`config.mk`:
```
export PLATFORM = sky130hd
export DESIGN_NAME = double_to_int_round_saturate
export DESIGN_NICKNAME = d
export VERILOG_FILES = /design/src/sv/d2i_pkg.sv /design/src/sv/double_to_int_round_saturate.sv
export SDC_FILE = /design/constraint.sdc
export NUM_CORES = 1
export LEC_CHECK = 0
export BUFFER_PORTS_ARGS = -buffer_cell sky130_fd_sc_hd__buf_2
export CAP_MARGIN = 20
export CORE_ASPECT_RATIO = 1.2
export CORE_UTILIZATION = 45
export DETAILED_ROUTE_END_ITERATION = 12
export GPL_ROUTABILITY_DRIVEN = 0
export HOLD_SLACK_MARGIN = 0.05
export SLEW_MARGIN = 20
export SYNTH_ARGS = -nofsm -noshare
export SYNTH_HDL_FRONTEND = slang
export SYNTH_SLANG_ARGS = --single-unit
export TNS_END_PERCENT = 100
```
`constraint.sdc`:
```
create_clock -name clk -period 11 [get_ports clk]
set_clock_uncertainty 0.05 [all_clocks]
set_input_delay 2.2 -clock clk [delete_from_list [all_inputs] [get_ports clk]]
set_output_delay 2.2 -clock clk [all_outputs]
set_load 0.01 [all_outputs]
```
`src/sv/d2i_pkg.sv`:
```
// Package with shared types and constants for the double to integer converter.
`default_nettype none
package d2i_pkg;
    localparam int unsigned DoubleWidth = 64;
    localparam int unsigned IntWidth    = 32;
    localparam int unsigned FracWidth   = 52;
    localparam int unsigned ExpWidth    = 11;
    localparam int unsigned InDataWidth  = 72;
    localparam int unsigned OutDataWidth = 32;

    typedef enum logic [1:0] {
        WIDTH_8  = 2'd0,
        WIDTH_16 = 2'd1,
        WIDTH_32 = 2'd2,
        WIDTH_RSVD = 2'd3
    } width_code_t;

    localparam logic [1:0] REG_WIDTH_CODE = 2'd0;
    localparam logic [1:0] REG_IS_SIGNED  = 2'd1;

    localparam logic [ExpWidth-1:0] EXP_SPECIAL = 11'h7FF;
    // Biased exponent 1055 means a magnitude of 2^32 or more.
    localparam logic [ExpWidth-1:0] EXP_SAT     = 11'd1055;
    // Below biased exponent 1022 the magnitude is under one half.
    localparam logic [ExpWidth-1:0] EXP_HALF    = 11'd1022;
endpackage
`default_nettype wire

```
`src/sv/double_to_int_round_saturate.sv`:
```
// Top level of the binary64 to integer converter with rounding and saturation.
//
//   channel   dir  handshake               payload
//   s_axis    in   s_axis_tvalid/tready    tdata: double_bits, tuser: last_in
//   m_axis    out  m_axis_tvalid/tready    tdata: int_bits, tuser: last_out
//   cfg       in   cfg_we                  cfg_index, cfg_data
//
// One word per cycle while m_axis is not stalled; each word passes the input register, then the result register.
// The input stage advances whenever the result register is empty or drained.
// A stall on m_axis holds both stages; s_axis_tready drops only then.
// Reset clears the valid flags and sets the destination to signed 32 bits.
`default_nettype none
module double_to_int_round_saturate
(
    input  wire logic        clk,
    input  wire logic        rst_n,
    input  wire logic        s_axis_tvalid,
    output logic             s_axis_tready,
    input  wire logic [63:0] s_axis_tdata,  // [63:0] double_bits
    input  wire logic        s_axis_tuser,  // [0] last_in
    output logic             m_axis_tvalid,
    input  wire logic        m_axis_tready,
    output logic [31:0]      m_axis_tdata,  // [31:0] int_bits
    output logic             m_axis_tuser,  // [0] last_out
    input  wire logic        cfg_we,
    input  wire logic [0:0]  cfg_index,
    input  wire logic [1:0]  cfg_data
);
    logic [1:0]  width_reg;
    logic        signed_reg;
    logic        in_valid_reg;
    logic [63:0] in_data_reg;
    logic        in_last_reg;
    logic        out_valid_reg;
    logic [31:0] out_data_reg;
    logic        out_last_reg;
    logic [31:0] result_next;
    logic        adv_out;
    logic        adv_in;

    // Field decode and rounding.
    logic                           sign_bit;
    logic [d2i_pkg::ExpWidth-1:0]   expo;
    logic [d2i_pkg::FracWidth-1:0]  frac;
    logic [63:0]                    sig_sh;
    logic [5:0]                     sh;
    logic [32:0]                    q;
    logic [32:0]                    q_rnd;
    logic                           half_bit;
    logic                           sticky;
    logic                           is_nan;
    logic                           neg;
    logic                           mag_sat;
    logic [32:0]                    mag;
    logic [32:0]                    pos_max;
    logic [32:0]                    neg_max;
    logic [32:0]                    umax;

    assign adv_out = !out_valid_reg || m_axis_tready;
    assign adv_in  = adv_out;
    assign s_axis_tready = adv_in;

    always_comb
    begin
        sign_bit = in_data_reg[63];
        expo     = in_data_reg[62:52];
        frac     = in_data_reg[51:0];
        is_nan   = (expo == d2i_pkg::EXP_SPECIAL) && (frac != '0);
        neg      = sign_bit && !is_nan;
        // Shift by 1075-expo, valid in 21..53 when expo is 1022..1054.
        sh       = 6'((12'd1075 - {1'b0, expo}) & 12'h03F);
        // Keep one guard bit below the integer part: shift by sh-1.
        sig_sh   = {11'd0, 1'b1, frac} >> (sh - 6'd1);
        q        = 33'(sig_sh >> 1);
        half_bit = sig_sh[0];
        sticky   = (({11'd0, 1'b1, frac} & ((64'd1 << (sh - 6'd1)) - 64'd1)) != '0);
        q_rnd    = (half_bit && (sticky || q[0])) ? q + 33'd1 : q;
        mag_sat  = 1'b0;
        if (expo == d2i_pkg::EXP_SPECIAL)
        begin
            mag     = '0;
            mag_sat = !is_nan;
        end
        else if (expo >= d2i_pkg::EXP_SAT)
        begin
            mag     = '0;
            mag_sat = 1'b1;
        end
        else if (expo < d2i_pkg::EXP_HALF)
        begin
            mag = '0;
        end
        else
        begin
            mag = q_rnd;
        end
        case (d2i_pkg::width_code_t'(width_reg))
            d2i_pkg::WIDTH_8:
            begin
                pos_max = 33'h7F;
                neg_max = 33'h80;
                umax    = 33'hFF;
            end
            d2i_pkg::WIDTH_16:
            begin
                pos_max = 33'h7FFF;
                neg_max = 33'h8000;
                umax    = 33'hFFFF;
            end
            default:
            begin
                pos_max = 33'h7FFF_FFFF;
                neg_max = 33'h8000_0000;
                umax    = 33'hFFFF_FFFF;
            end
        endcase
        if (signed_reg)
        begin
            if (neg)
                result_next = 32'(33'd0 - ((mag_sat || mag > neg_max) ? neg_max : mag));
            else
                result_next = 32'((mag_sat || mag > pos_max) ? pos_max : mag);
        end
        else
        begin
            if (neg)
                result_next = '0;
            else
                result_next = 32'((mag_sat || mag > umax) ? umax : mag);
        end
    end

    always_ff @(posedge clk or negedge rst_n)
    begin
        if (!rst_n)
        begin
            width_reg     <= d2i_pkg::WIDTH_32;
            signed_reg    <= 1'b1;
            in_valid_reg  <= 1'b0;
            out_valid_reg <= 1'b0;
        end
        else
        begin
            if (cfg_we && cfg_index == d2i_pkg::REG_WIDTH_CODE[0:0])
                width_reg <= cfg_data;
            if (cfg_we && cfg_index == d2i_pkg::REG_IS_SIGNED[0:0])
                signed_reg <= cfg_data[0];
            if (adv_in)
                in_valid_reg <= s_axis_tvalid;
            if (adv_out)
                out_valid_reg <= in_valid_reg;
        end
    end

    always_ff @(posedge clk)
    begin
        if (adv_in && s_axis_tvalid)
        begin
            in_data_reg <= s_axis_tdata;
            in_last_reg <= s_axis_tuser;
        end
        if (adv_out && in_valid_reg)
        begin
            out_data_reg <= result_next;
            out_last_reg <= in_last_reg;
        end
    end

    assign m_axis_tvalid = out_valid_reg;
    assign m_axis_tdata  = out_data_reg;
    assign m_axis_tuser  = out_last_reg;

    // A stalled result holds its word.
    a_hold: assert property (@(posedge clk) disable iff (!rst_n)
        m_axis_tvalid && !m_axis_tready |=> m_axis_tvalid && $stable(m_axis_tdata))
        else $error("result changed under stall");
    // No input is accepted while the output is blocked.
    a_ready: assert property (@(posedge clk) disable iff (!rst_n)
        m_axis_tvalid && !m_axis_tready |-> !s_axis_tready)
        else $error("input accepted while output blocked");
    // An accepted word passes the input and result registers to the output when not stalled.
    a_flow: assert property (@(posedge clk) disable iff (!rst_n)
        s_axis_tvalid && s_axis_tready ##1 s_axis_tready |=> m_axis_tvalid)
        else $error("word lost in pipeline");
endmodule
`default_nettype wire
```
# After elaboration in Yosys (flattened, before gate mapping)
# Cells that the tools add are included.
# word_totals
reg_bits	103
out_inout_bits	35
word_cells	56
# classes
add_sub_neg	5
order_cmp	5
eq_ne	2
shift	2
n_mux	15
bitwise_logic	2
n_reduce_logical	17
# op_table
operator	n
2-to-1 mux 32 bit	6
2-to-1 mux 33 bit	4
case mux 32 bit (2 select lines)	2
greater-than comparator 33 x 32 -> 1 bit	2
AND 53 x 64 -> 64 bit	1
nonzero test 64 bit	1
left shift 1 x 6 -> 64 bit, first input constant	1
subtractor 64 x 1 -> 64 bit, second input constant	1
case mux 31 bit (2 select lines)	1
>> shifter 53 x 6 -> 34 bit	1
nonzero test 52 bit	1
adder 33 x 1 -> 33 bit, second input constant	1
greater-than comparator 33 x 31 -> 1 bit	1
subtractor 1 x 32 -> 32 bit, first input constant	1
equality test 11 bit, second input constant	1
>= comparator 11 bit, second input constant	1
less-than comparator 11 x 10 -> 1 bit, second input constant	1
logical AND 1 bit	7
subtractor 6 x 1 -> 6 bit, second input constant	1
subtractor 6 bit, first input constant	1
logical OR 1 bit	5
equality test 2 x 1 -> 1 bit, second input constant	1
zero test 1 bit	2
zero test 2 bit	1
other kinds (2)	3

# Longest topological paths before layout
# depth
word_depth	18
ltp_mapped	44
depth_no_buf	36

# Least setup slack after synthesis
# OpenSTA, ideal clock, no wires.
# synth_timing
path_type	register to register
start	register in_data_reg[53]
end	register out_data_reg[26] (netlist: m_axis_tdata[26]), data pin
t_arrival_ns	8.317
slack_ns	2.464
path_stages_with_launch	38
n_path_buf	6
period_less_slack_ns	8.536
cell_sequence	edfxtp_1 > ha_1 > buf_2 > nor3_1 > or3_1 > nand2_1 > clkbuf_1 > buf_1 > nand2_1 > ha_1 > clkbuf_1 > clkinv_1 > o41ai_1 > a21oi_1 > nor4_1 > nand4_1 > nor4_4 > buf_4 > [2 not listed] > and3_1 > o21ai_0 > inv_1 > ha_1 > a21o_1 > a21o_1 > a21o_1 > a21o_1 > a21o_1 > a21o_1 > a211o_1 > a2111o_1 > nor4_1 > o31a_1 > o31ai_2 > a21oi_1 > a21oi_1 > o31ai_1
# synth_between
elab_chain_len	18
word_cells_on_any_way	35
# synth_rtl
element	line	text
start: declaration	double_to_int_round_saturate.sv:32	logic [63:0] in_data_reg;
start signal: assignment	double_to_int_round_saturate.sv:159	in_data_reg <= s_axis_tdata;
subtractor 6 bit	double_to_int_round_saturate.sv:71	sh = 6'((12'd1075 - {1'b0, expo}) & 12'h03F);
subtractor 6 x 1 -> 6 bit	double_to_int_round_saturate.sv:73, double_to_int_round_saturate.sv:76	
left shift 1 x 6 -> 64 bit	double_to_int_round_saturate.sv:76	sticky = (({11'd0, 1'b1, frac} & ((64'd1 << (sh - 6'd1)) - 64'd1)) != '0);
subtractor 64 x 1 -> 64 bit	double_to_int_round_saturate.sv:76	
AND 53 x 64 -> 64 bit	double_to_int_round_saturate.sv:76	
nonzero test 64 bit	double_to_int_round_saturate.sv:76	
logical OR 1 bit	double_to_int_round_saturate.sv:77	q_rnd = (half_bit && (sticky || q[0])) ? q + 33'd1 : q;
logical AND 1 bit	double_to_int_round_saturate.sv:77	
[3 not listed]	-	
2-to-1 mux 33 bit	double_to_int_round_saturate.sv:79	if (expo == d2i_pkg::EXP_SPECIAL)
greater-than comparator 33 x 32 -> 1 bit	double_to_int_round_saturate.sv:120	result_next = 32'(33'd0 - ((mag_sat || mag > neg_max) ? neg_max : mag));
logical OR 1 bit	double_to_int_round_saturate.sv:120	
2-to-1 mux 32 bit	double_to_int_round_saturate.sv:120	
subtractor 1 x 32 -> 32 bit	double_to_int_round_saturate.sv:120	
2-to-1 mux 32 bit	double_to_int_round_saturate.sv:119	if (neg)
2-to-1 mux 32 bit *	double_to_int_round_saturate.sv:117	if (signed_reg)
net result_next[26]	double_to_int_round_saturate.sv:37	logic [31:0] result_next;
end signal: assignment	double_to_int_round_saturate.sv:164	out_data_reg <= result_next;
end: declaration	double_to_int_round_saturate.sv:35	logic [31:0] out_data_reg;
# The timed path passes the listed nets; every way through them passes the cells marked *.
# A chain may end at the register's enable or synchronous reset.

# Final worst setup path
# layout_timing
start	register in_data_reg[53]
end	register out_data_reg[14] (netlist: m_axis_tdata[14]), data pin
# The elaborated chain is that of the path after synthesis.

==> run_results.csv <==
group,metric,value,unit
grt,grt_usage,35.4,%
yosys,synth_edf_count,98,
timing,finalCriticalPeriod,10.15,ns
cells_and_area,largest_reg_flops,64,
cells_and_area,syn_to_final_growth,8.40,%
timing,maxSlewViolCount,0,
worst_hold_path,hold_path_class,"register to register",
die,core,29000,um2
grt,grt_pass1_wl,82000,um
die,die_w,159,um
yosys,synth_nets,1709,
timing,hold_viol_final,0,
timing,max-slew-margin-rel,26.8,%
place,numPortBuffers,107,
timing,setup_viol,0,
setup_path,max_stage_delay,0.74,ns
yosys,async_reset_ff_share,4.85,%
setup_path,rrSetupSlack,0.85,ns
grt,antenna_found_initial,1,
drt,drtPass1Iterations,5,
timing,tightest_slew,1.09,ns
clock_network,clock_sinks,103,
pwr,power.share.clock,19.2,%
place,dp_hpwl,39900,um
setup_path,crit_required,11.08,ns
yosys,yosysMostFrequentCell,"nand2_1",
grt,grt_max_degree,66,
drt,detail-route-antenna-nets,0,
yosys,syn_avg_cell_area,8.35,um2
clock_network,postCtsHoldBufs,0,
pwr,seq_power_share,29.8,%
die,initial_core_util,46.0,%
setup_path,start_kind,"register",
setup_path,crit_path_frequent_cell,"a21o_1",
job,drv_cap,0,
drt,drc,0,
yosys,netlist_instances,1600,
pwr,power_switching_share,45.5,%
clock_network,clkTransAtPathRegs,0.08,ns
setup_path,r2r_end,"m_axis_tdata[14]",
clock_network,insertion_delay,0.39,ns
timing,rsz0062_at_grt,"false",
yosys,synth_top_area_cell,"edfxtp_1",
cells_and_area,final_area,14500,um2
place,dp.cells,2029,
clock_network,clockBufferDepth,2,
pwr,p_per_area,120,nW/um2
drt,num_vias,14500,
setup_path,r2r-start,"in_data_reg[53]",
clock_network,cts_tree,"done",
yosys,synth_warnings,0,
grt,grt_overflow,0,
yosys,synthTopCellsByArea,"edfxtp_1 (22%), mux2_2 (7.1%), mux2i_1 (5.2%)",
die,ios,108,
pwr,ir_drop,0.0667,mV
pwr,p_sw,0.790,mW
setup_path,crit_path_max_fanout,27,
clock_network,numCtsBuffers,9,
timing,fin_crit_sh,92.3,%
clock_network,clockRootBuffer,"clkbuf_16",
setup_path,cpMaxStageDelayCell,"ha_2",
cells_and_area,nNetsFinal,1764,
clock_network,htree_levels,3,
yosys,ys_types,107,
die,dieArea,30400,um2
yosys,synth_area,13400,um2
worst_hold_path,hold_depth,0,
setup_path,cp_data_arrival_time,10.23,ns
place,dpl_cell_area,14200,um2
worst_hold_path,holdCritStartpoint,"in_last_reg",
yosys,seq_area_frac_synth,23.0,%
status,run_status,"finished clean",
yosys,synth_common_cells,"nand2_1 (159), nor2_1 (137), edfxtp_1 (98), mux2_2 (84), o21ai_0 (79)",
cells_and_area,layout-drive-gt1-share,20.6,%
die,rows,68,
pwr,internal_power,0.946,mW
drt,vias_per_cell,7.09,
yosys,synth_top_area_share,22.0,%
pwr,comb_power_share,51.0,%
pwr,p_leak,5.41,nW
timing,fmax,98.5,MHz
die,die_y,191,um
timing,fin_setup_tns,0,ns
drt,wl_per_cell,26.5,um
cells_and_area,final_cells,2045,
grt,grt_pass1_vias,13800,
yosys,ys_ff_latch,103,
setup_path,crit_type,"register to register",
yosys,synth_flop_cell,"edfxtp_1",
cells_and_area,antenna_cells,0,
worst_hold_path,min_to,"m_axis_tuser",
pwr,power,1.74,mW
drt,drtIter0Drc,1656,
setup_path,end_kind,"register",
setup_path,r2r_cells,37,
drt,wl,54200,um
[power groups by stage]
| stage | logic [mW] | clock network, mW | registers (mW) |
|---|---|---|---|
| global route | 0.936 | 0.350 | 0.520 |
| floorplan | 0.605 | 0 | 0.513 |
| CTS | 0.841 | 0.338 | 0.516 |
| global placement | 0.836 | 0 | 0.524 |
| finish | 0.886 | 0.333 | 0.518 |
| detailed placement | 0.837 | 0 | 0.524 |
[worst max-delay path by stage]
stage	end	startpoint	cells after the start
6_report	m_axis_tdata[14]	in_data_reg[53]	37
5_1_grt	m_axis_tdata[14]	in_data_reg[53]	37
4_1_cts	m_axis_tdata[14]	in_data_reg[53]	36
3_5_place_dp	m_axis_tdata[14]	in_data_reg[53]	36
3_3_place_gp	m_axis_tdata[14]	in_data_reg[53]	37
2_1_floorplan	m_axis_tdata[26]	in_data_reg[53]	37
[metrics by stage]
stage	hold slack, ns	utilization (%)	setup WS, ns
after global routing	0.406	49.9	0.0821
after global placement	0.368	48.9	1.35
after detailed placement	0.375	48.9	1.15
after CTS	0.394	49.9	1.11
final	0.395	49.9	0.852
after floorplan	0.350	-	2.46
[cell usage in the layout, fill, tap and decap left out, drive strengths merged, types with 19 or more instances in the layout]
cell and count:
a211oi 25, a21o 19, a21oi 68, buf 153
edfxtp 98, ha 36, inv 37, mux2 85
mux2i 71, mux4 21, nand2 159, nand3 48
nand4 38, nor2 140, nor3 74, nor4 47
o211ai 25, o21ai 91, o22ai 32, o31ai 19
or3 21, xnor2 35
[cell families after synthesis]
group                      synth area share [%]
DFF                                        23.0
xor gates and xnor gates                   3.46
muxes                                      16.1
and+or+nand+nor                            24.3
AOI/OAI and AO/OA                          24.4
adders and majority gates                  3.37
buffers and inverters                      5.35
[critical path: cells and delay by family (launching register included)]
kind                     cells  cell delay (ns)
AO/OA/AOI/OAI               17             3.91
AND/OR/NAND/NOR             13             2.89
adder cells (fa/ha/maj)      4             1.89
buffers and inverters        3             0.59
flip-flops                   1             0.55
[routing by layer]
layer	wire length, um	GRT usage (%)	share of wire, %	vias up
li1	-	-	-	6382
met1	19200	40.0	35	6719
met2	24600	57.1	45	1059
met3	5480	8.24	10	337
met4	4860	29.7	9.0	0
met5	0	0	0	-
[area by class of cell]
cell class / instances / area (um2)
fillers: 2840 / 14500
multi-input cells: 1350 / 9620
flip-flops and latches: 103 / 3070
repair buffers: 153 / 881
well taps: 385 / 482
clock buffers: 9 / 225
inverters: 38 / 143
clock inverters: 7 / 65.1
[what timing repair did]
action,CTS,global route
gates resized for setup,0,1
setup endpoints to repair,0,1
buffers inserted,0,0
No activity file was read; power rests on OpenSTA's default activity.
